==> src/rtl/vpli_pkg.sv <==
// Shared types, codes and address helpers for the video port and line interrupt unit.
package vpli_pkg;

	localparam int unsigned VIDEO_MEM_BYTES_DEF  = 16384;
	localparam int unsigned COLOUR_MEM_BYTES_DEF = 64;
	localparam int unsigned LINES_PER_FRAME_DEF  = 262;
	localparam int unsigned ACTIVE_LINES_DEF     = 192;
	localparam int unsigned NUM_MODE_REGS        = 11;

	localparam logic [1:0] MODE_READ  = 2'd0;
	localparam logic [1:0] MODE_WRITE = 2'd1;
	localparam logic [1:0] MODE_TICK  = 2'd2;

	localparam logic [7:0] PORT_VCOUNT  = 8'h7E;
	localparam logic [7:0] PORT_HCOUNT  = 8'h7F;
	localparam logic [7:0] PORT_DATA    = 8'hBE;
	localparam logic [7:0] PORT_CONTROL = 8'hBF;

	localparam logic [1:0] CODE_VRAM_READ  = 2'd0;
	localparam logic [1:0] CODE_VRAM_WRITE = 2'd1;
	localparam logic [1:0] CODE_REG_WRITE  = 2'd2;
	localparam logic [1:0] CODE_CRAM_WRITE = 2'd3;

	localparam logic [3:0] REG_MODE0   = 4'd0;
	localparam logic [3:0] REG_MODE1   = 4'd1;
	localparam logic [3:0] REG_LINECNT = 4'd10;

	localparam int unsigned BIT_LINE_IRQ_EN  = 4;
	localparam int unsigned BIT_FRAME_IRQ_EN = 5;
	localparam int unsigned BIT_DISPLAY_EN   = 6;

	localparam logic [7:0] READ_OPEN_BUS = 8'hFF;

	typedef struct packed {
		logic [1:0] mode;
		logic [7:0] port;
		logic [7:0] value;
	} req_t;

	typedef struct packed {
		logic [7:0] read_data;
		logic       irq_level;
		logic       draw_line;
		logic [8:0] line_number;
	} res_t;

	typedef struct packed {
		logic        vwe;
		logic        vre;
		logic [13:0] vaddr;
		logic [7:0]  wdata;
		logic        cwe;
		logic [5:0]  caddr;
	} mem_req_t;

	// Video memory index: address modulo n, n at least 1024, by binary restoring steps.
	function automatic logic [13:0] vid_index(input logic [13:0] a, input int unsigned n);
		logic [17:0] t;
		logic [17:0] lim;
		t = {4'b0, a};
		for (int k = 3; k >= 0; k--) begin
			lim = 18'(n << k);
			if (t >= lim)
				t = t - lim;
		end
		return t[13:0];
	endfunction

	// Colour memory index: low six address bits modulo n, n at least 32.
	function automatic logic [5:0] col_index(input logic [13:0] a, input int unsigned n);
		logic [6:0] t;
		logic [6:0] lim;
		t = {1'b0, a[5:0]};
		lim = 7'(n);
		if (t >= lim)
			t = t - lim;
		return t[5:0];
	endfunction

endpackage

==> src/rtl/vpli_core.sv <==
// Port decode, access state, mode registers and line counter with next-state logic.
module vpli_core #(
	parameter int unsigned VIDEO_MEM_BYTES  = vpli_pkg::VIDEO_MEM_BYTES_DEF,
	parameter int unsigned COLOUR_MEM_BYTES = vpli_pkg::COLOUR_MEM_BYTES_DEF,
	parameter int unsigned LINES_PER_FRAME  = vpli_pkg::LINES_PER_FRAME_DEF,
	parameter int unsigned ACTIVE_LINES     = vpli_pkg::ACTIVE_LINES_DEF
) (
	input  logic               clk,
	input  logic               arst_n,
	input  logic               fire,
	input  vpli_pkg::req_t     req,
	input  logic [7:0]         mem_rdata,
	output vpli_pkg::mem_req_t mem_req,
	output vpli_pkg::res_t     res
);

	localparam logic [8:0] ACTIVE = 9'(ACTIVE_LINES);
	localparam logic [8:0] LPF    = 9'(LINES_PER_FRAME);

	logic        pend_q, pend_n;
	logic [7:0]  latch_q, latch_n;
	logic [13:0] addr_q, addr_n;
	logic [1:0]  code_q, code_n;
	logic [7:0]  pf_q, pf_n;
	logic        pfmem_q, pfmem_n;
	logic        vblank_q, vblank_n;
	logic        irq_q, irq_n;
	logic [7:0]  ldc_q, ldc_n;
	logic [8:0]  vc_q, vc_n;
	logic [7:0]  regs_q [vpli_pkg::NUM_MODE_REGS];
	logic [7:0]  regs_n [vpli_pkg::NUM_MODE_REGS];
	logic [7:0]  pf_cur;
	logic [7:0]  rd;
	logic        draw;
	logic [3:0]  ridx;

	assign pf_cur = pfmem_q ? mem_rdata : pf_q;
	assign ridx   = req.value[3:0];

	always_comb begin
		pend_n   = pend_q;
		latch_n  = latch_q;
		addr_n   = addr_q;
		code_n   = code_q;
		pf_n     = pf_q;
		pfmem_n  = pfmem_q;
		vblank_n = vblank_q;
		irq_n    = irq_q;
		ldc_n    = ldc_q;
		vc_n     = vc_q;
		regs_n   = regs_q;
		rd       = 8'd0;
		draw     = 1'b0;
		mem_req  = '0;
		mem_req.vaddr = vpli_pkg::vid_index(addr_q, VIDEO_MEM_BYTES);
		mem_req.caddr = vpli_pkg::col_index(addr_q, COLOUR_MEM_BYTES);
		mem_req.wdata = req.value;
		unique case (req.mode)
			vpli_pkg::MODE_READ: begin
				unique case (req.port)
					vpli_pkg::PORT_VCOUNT: rd = vc_q[7:0];
					vpli_pkg::PORT_HCOUNT: rd = 8'd0;
					vpli_pkg::PORT_DATA: begin
						pend_n      = 1'b0;
						rd          = pf_cur;
						mem_req.vre = fire;
						pfmem_n     = 1'b1;
						addr_n      = addr_q + 14'd1;
					end
					vpli_pkg::PORT_CONTROL: begin
						rd       = {vblank_q, 7'd0};
						pend_n   = 1'b0;
						vblank_n = 1'b0;
						irq_n    = 1'b0;
					end
					default: rd = vpli_pkg::READ_OPEN_BUS;
				endcase
			end
			vpli_pkg::MODE_WRITE: begin
				if (req.port == vpli_pkg::PORT_DATA) begin
					pend_n = 1'b0;
					if (code_q == vpli_pkg::CODE_VRAM_WRITE ||
					    code_q == vpli_pkg::CODE_CRAM_WRITE) begin
						mem_req.vwe = fire && (code_q == vpli_pkg::CODE_VRAM_WRITE);
						mem_req.cwe = fire && (code_q == vpli_pkg::CODE_CRAM_WRITE);
						pf_n        = req.value;
						pfmem_n     = 1'b0;
						addr_n      = addr_q + 14'd1;
					end
				end else if (req.port == vpli_pkg::PORT_CONTROL) begin
					if (!pend_q) begin
						latch_n = req.value;
						pend_n  = 1'b1;
					end else begin
						pend_n = 1'b0;
						addr_n = {req.value[5:0], latch_q};
						code_n = req.value[7:6];
						if (code_n == vpli_pkg::CODE_VRAM_READ) begin
							mem_req.vaddr = vpli_pkg::vid_index(addr_n, VIDEO_MEM_BYTES);
							mem_req.vre   = fire;
							pfmem_n       = 1'b1;
							addr_n        = addr_n + 14'd1;
						end else if (code_n == vpli_pkg::CODE_REG_WRITE) begin
							if (ridx < 4'(vpli_pkg::NUM_MODE_REGS))
								regs_n[ridx] = latch_q;
						end
					end
				end
			end
			vpli_pkg::MODE_TICK: begin
				if (vc_q < ACTIVE) begin
					if (ldc_q == 8'd0) begin
						ldc_n = regs_q[vpli_pkg::REG_LINECNT];
						if (regs_q[vpli_pkg::REG_MODE0][vpli_pkg::BIT_LINE_IRQ_EN])
							irq_n = 1'b1;
					end else begin
						ldc_n = ldc_q - 8'd1;
					end
				end else begin
					ldc_n = regs_q[vpli_pkg::REG_LINECNT];
				end
				vc_n = vc_q + 9'd1;
				draw = (vc_n < ACTIVE) &&
				       regs_q[vpli_pkg::REG_MODE1][vpli_pkg::BIT_DISPLAY_EN];
				if (vc_n == ACTIVE &&
				    regs_q[vpli_pkg::REG_MODE1][vpli_pkg::BIT_FRAME_IRQ_EN]) begin
					vblank_n = 1'b1;
					irq_n    = 1'b1;
				end
				if (vc_n > LPF)
					vc_n = vc_n - LPF;
			end
			default: begin
			end
		endcase
		res.read_data   = rd;
		res.irq_level   = irq_n;
		res.draw_line   = draw;
		res.line_number = vc_n;
	end

	always_ff @(posedge clk or negedge arst_n) begin
		if (!arst_n) begin
			pend_q   <= 1'b0;
			latch_q  <= 8'd0;
			addr_q   <= 14'd0;
			code_q   <= 2'd0;
			pf_q     <= 8'd0;
			pfmem_q  <= 1'b0;
			vblank_q <= 1'b0;
			irq_q    <= 1'b0;
			ldc_q    <= 8'd0;
			vc_q     <= 9'd0;
			for (int i = 0; i < vpli_pkg::NUM_MODE_REGS; i++)
				regs_q[i] <= 8'd0;
		end else if (fire) begin
			pend_q   <= pend_n;
			latch_q  <= latch_n;
			addr_q   <= addr_n;
			code_q   <= code_n;
			pf_q     <= pf_n;
			pfmem_q  <= pfmem_n;
			vblank_q <= vblank_n;
			irq_q    <= irq_n;
			ldc_q    <= ldc_n;
			vc_q     <= vc_n;
			regs_q   <= regs_n;
		end
	end

endmodule

==> config.mk <==
export PLATFORM = sky130hd
export DESIGN_NAME = vpli_core
export DESIGN_NICKNAME = d
export VERILOG_FILES = /design/src/rtl/vpli_pkg.sv /design/src/rtl/vpli_core.sv
export SDC_FILE = /design/constraint.sdc
export NUM_CORES = 1
export LEC_CHECK = 0
export BUFFER_PORTS_ARGS = -buffer_cell sky130_fd_sc_hd__buf_2
export CORE_MARGIN = 2
export CORE_UTILIZATION = 50
export DETAILED_ROUTE_END_ITERATION = 10
export PLACE_DENSITY = 0.72
export RECOVER_POWER = 25
export SLEW_MARGIN = 20
export SYNTH_ARGS = -nofsm -noshare
export SYNTH_HDL_FRONTEND = slang
export SYNTH_SLANG_ARGS = --single-unit
==> constraint.sdc <==
create_clock -name clk -period 4.7 [get_ports clk]
set_input_delay 0.94 -clock clk [delete_from_list [all_inputs] [get_ports clk]]
set_output_delay 0.94 -clock clk [all_outputs]
set_load 0.005 [all_outputs]
# Word-level counts from Yosys, hierarchy flattened

Cells that the tools add are included.

Bits of input ports: 29
Memory bits (writable): 0
Output and inout bits: 50
ROM bits: 0
Bits in registers: 141
Latch bits: 0
Memories kept: 0
Logic and storage cells: 127

$lt $le $gt $ge: 6
Mux-type cells: 52
$mul: 0
Shift operators: 0
Equal/unequal tests: 18
Bitwise operators: 4
Add/subtract/negate cells: 5
Div/mod/pow operators: 0
Reductions and logical operators: 21

Operator list:

| operator                | count |
|---|---|
| $mux W14                | 7 |
| $bwmux W88              | 1 |
| $mux W15                | 4 |
| $mux W8                 | 5 |
| $demux W8 S4            | 1 |
| $pmux W8 S4             | 1 |
| $add A14 B1 Y14 const B | 2 |
| $pmux W14 S2            | 1 |
| $mux W1                 | 25 |
| $lt A9 B8 Y1 const B    | 2 |
| $mux W9                 | 2 |
| $eq A8 B7 Y1 const B    | 2 |
| $eq A8 B8 Y1 const B    | 2 |
| $ne A3 B3 Y1 const B    | 4 |
| $reduce_and A4 Y1       | 3 |
| $pmux W1 S2             | 5 |
| $reduce_and A5 Y1       | 2 |
| $add A9 B1 Y9 const B   | 1 |
| $eq A9 B8 Y1 const B    | 1 |
| $gt A9 B9 Y1 const B    | 1 |
| $sub A9 B9 Y9 const B   | 1 |
| $logic_not A8 Y1        | 1 |
| $ne A2 B2 Y1 const B    | 4 |
| $reduce_and A8 Y1       | 1 |
| 16 further kinds        | 27 |

# Depth between registers and ports, before layout

Depth in word-level cells: 6
Gate-level depth with buffers: 10

# Least setup slack after synthesis

No wires, ideal clock.

Path type: input -> output
From: input port req[17] (netlist bit)
To: output port mem_req[27] (netlist bit)
Cell stages on the path: 6
Slack: 1362 ps
Data arrival time: 2398 ps
Data required time: 3760 ps
Cell sequence: clkbuf_1 > nor2_1 > nand2b_1 > nor2_4 > buf_2 > mux2_2

RTL lines:

| element         | line            | source |
|---|---|---|
| start, declared | vpli_core.sv:11 | `input vpli_pkg::req_t req,` |
| end, declared   | vpli_core.sv:13 | `output vpli_pkg::mem_req_t mem_req,` |

==> flow_summary.yaml <==
status:
  status: "finished, violations left"
  violations: "max-capacitance violations, max-slew violations"
floorplan:
  rows: 35
  fp.dieW_um: 100
  initial_core_util_pct: 50.9
  ios: 79
  dieArea_um2: 10100
  core_area_um2: 9110
  die_h_um: 100
setup_path:
  cp-start-kind: "flip-flop"
  worst_setup_path_end_kind: "output port"
  crit_arrival_ns: 3.28
  setup.worst_path.start: "vc_q[0]$_DFFE_PN0P_"
  reg2reg_from: "vc_q[0]$_DFFE_PN0P_"
  setup.worst_path.class: "flip-flop to output port"
  crit_fanout: 13
  crit_required_ns: 3.76
layout:
  layout.nets: 616
  fillers: 845
  antenna_cells: 0
  layout_commonest_cell: "buf_2"
  area_growth_pct: 10.2
  multi_input_area_um2: 2720
  layout_common_cells: "77 x buf_2, 67 x nand2_1, 64 x dfrtp_1, 44 x o21ai_0, 42 x mux2_2"
  finish.instance_area_um2: 5100
  regArea_um2: 1600
  fin_util_pct: 56.0
  drive_gt1_share_pct: 25.4
logic_synthesis:
  async_flop_share_pct: 100
  synth_cells: 539
  synth_edf_count: 0
  syn_nets: 574
  syn-cell-area_um2: 4630
  ys.flop_type: "dfrtp_1"
  yosysSeqAreaShare_pct: 34.6
  avgSynthCellArea_um2: 8.59
  ys_types: 58
  synth-seq-cells: 64
  yosys_warnings: 0
global_route:
  grt_use_total_pct: 25.3
  grt_pass1_vias: 4098
  antenna_found_initial: 0
  grt_max_degree: 42
  grt_pass1_wl_um: 20300
  grt-ovfl-total: 0
sta:
  fin_setup_tns_ns: 0
  fin_skew_ns: 0.0114
  tightest_slew_ns: 2.25
  finalSetupViolations: 0
  fmax_mhz: 237
  fin_crit_ns: 4.22
  drv_slew: 42
  fin_crit_sh_pct: 89.8
  rsz0062_at_grt: "no"
  finalHoldViolCount: 0
  relSlewSlack_pct: -49.9
cts:
  tritoncts: "yes"
  cts_buffer_depth: 2
  cts_repair_resize_count: 0
  cts_buffers: 9
  cts_setup_buffers: 0
  cts_sinks: 64
  ctsHtreeMaxLevel: 3
  cts_hold_buf: 0
  clock_latency_ns: 0.35
  clk_pin_slew_worst_paths_ns: 0.07
  root_buffer: "clkbuf_8"
power:
  p_per_area_nw_per_um2: 321
  seqPwrFrac_pct: 44.3
  combPwrFrac_pct: 28.1
  clockPowerShare_pct: 27.6
  p_sw_uw: 617
  max-vdd-ir-drop_mv: 0.149
  p_int_mw: 1.02
  p_leak_nw: 2.30
  power_switching_share_pct: 37.7
route:
  antenna_left: 0
  viasPerCell: 6.03
  wirelength_um: 12200
  drt_iter0_markers: 207
  dr_total_vias: 4203
  wl_per_cell_um: 17.5
  dr.pass1.iters: 5
  drc: 0
flow_run:
  maxCapViolCount: 1
hold_path:
  hp-start: "regs_q[3]$_DFFE_PN0P_"
  hold_class: "flip-flop to flip-flop"
placed_design:
  portBuffers: 78
  placed_area_um2: 4920
  place.gp.congestion: 0.931
  hpwl_um: 8880
cell families after synthesis:
family | count (synthesis) | share of synthesized area [%]
muxes | 51 | 12.4
buffers and inverters | 64 | 6.92
adders and majority gates | 6 | 1.62
xor gates and xnor gates | 21 | 3.97
and+or+nand+nor | 192 | 22.3
DFF | 64 | 34.6
AOI/OAI and AO/OA | 141 | 18.3
layout make-up:
class | instances | share of cell area [%]
clock inverter | 4 | 0.564
clock buffer | 12 | 3.04
timing repair buffer | 82 | 8.14
tap | 111 | 2.72
multi-input combinational | 411 | 53.2
inverter | 13 | 0.956
sequential | 64 | 31.4
sequential cells by signal, summed over array words and instances, names as in the netlist:
register / cells
regs_q: 11
vc_q: 9
latch_q: 8
vblank_q: 1
pfmem_q: 1
code_q: 2
irq_q: 1
addr_q: 14
ldc_q: 8
pend_q: 1
pf_q: 8
final timing paths:
path / slack (ns) / end / cells after the start
worst max-delay path: 0.48 / res[4] / 10
worst min-delay path: 0.49 / regs_q[3]$_DFFE_PN0P_ / 1
worst min register to register: 0.49 / regs_q[3]$_DFFE_PN0P_ / 1
worst max register to register: 1.80 / vc_q[4]$_DFFE_PN0P_ / 9
max in group asynchronous: 1.04 / addr_q[11]$_DFFE_PN0P_ / 2
min in group asynchronous: 0.91 / addr_q[1]$_DFFE_PN0P_ / 1
routing by layer:
metal	vias up	routed length [um]	share of wire, %	track usage (%)
met4	0	295	2.4	12.1
li1	2025	-	-	-
met2	134	5980	49	40.7
met1	2017	5340	44	34.0
met3	27	597	4.9	3.13
met5	-	0	0	0
metrics by stage:
| step | total power, mW | hold slack [ns] | worst slack [ns] | cells |
|---|---|---|---|---|
| floorplan | 1.05 | 0.453 | 1.36 | 539 |
| global placement | 1.18 | 0.468 | 0.960 | 681 |
| detailed placement | 1.19 | 0.477 | 0.884 | 681 |
| CTS | 1.64 | 0.494 | 0.503 | 697 |
| global route | 1.75 | 0.509 | 0.201 | 697 |
| finish | 1.64 | 0.489 | 0.478 | 697 |
critical path: stages, from the launching register on:
cell and delay (ns):
dfrtp_1 0.60, ha_1 0.48, xor2_1 0.15, ha_1 0.26, nor2b_1 0.15, o31ai_1 0.26, o221ai_1 0.33, and3_1 0.31
o21ai_1 0.14, xnor2_1 0.13, buf_2 0.13
power groups by stage:
stage,sequential [mW],clock (mW),combinational (mW)
4_1_cts,0.724,0.458,0.462
3_3_place_gp,0.728,0,0.455
5_1_grt,0.738,0.483,0.530
3_5_place_dp,0.734,0,0.460
6_report,0.725,0.451,0.461
2_1_floorplan,0.659,0,0.389
cells in the mapped netlist (2+ instances only):
master | instances | area [um2]
or3_1 | 3 | 18.8
nand3_1 | 19 | 95.1
nand2b_1 | 6 | 37.5
nor4_1 | 2 | 12.5
dfrtp_1 | 64 | 1600
or2_2 | 2 | 12.5
nor2_1 | 20 | 75.1
ha_1 | 6 | 75.1
a21oi_1 | 39 | 195
buf_4 | 18 | 135
a2bb2oi_1 | 2 | 17.5
xor2_1 | 10 | 87.6
nor2b_1 | 10 | 62.6
xnor2_1 | 11 | 96.3
a31oi_1 | 15 | 93.8
and4_1 | 5 | 43.8
nand2_1 | 67 | 251
nor3_1 | 13 | 65.1
o211ai_1 | 5 | 37.5
o21ai_1 | 4 | 20.0
clkbuf_1 | 22 | 82.6
nor3b_1 | 3 | 22.5
mux2_2 | 42 | 473
and2_1 | 4 | 25.0
a22oi_1 | 4 | 30.0
o22ai_1 | 7 | 43.8
and3_1 | 11 | 68.8
o21ai_0 | 44 | 220
nand4_1 | 14 | 87.6
and4b_1 | 2 | 20.0
and3b_1 | 2 | 17.5
inv_1 | 13 | 48.8
o31ai_1 | 6 | 45.0
a311oi_1 | 3 | 26.3
o221ai_1 | 2 | 17.5
mux2_1 | 8 | 90.1
buf_2 | 10 | 50.1
(Power assumes the default switching activity.)
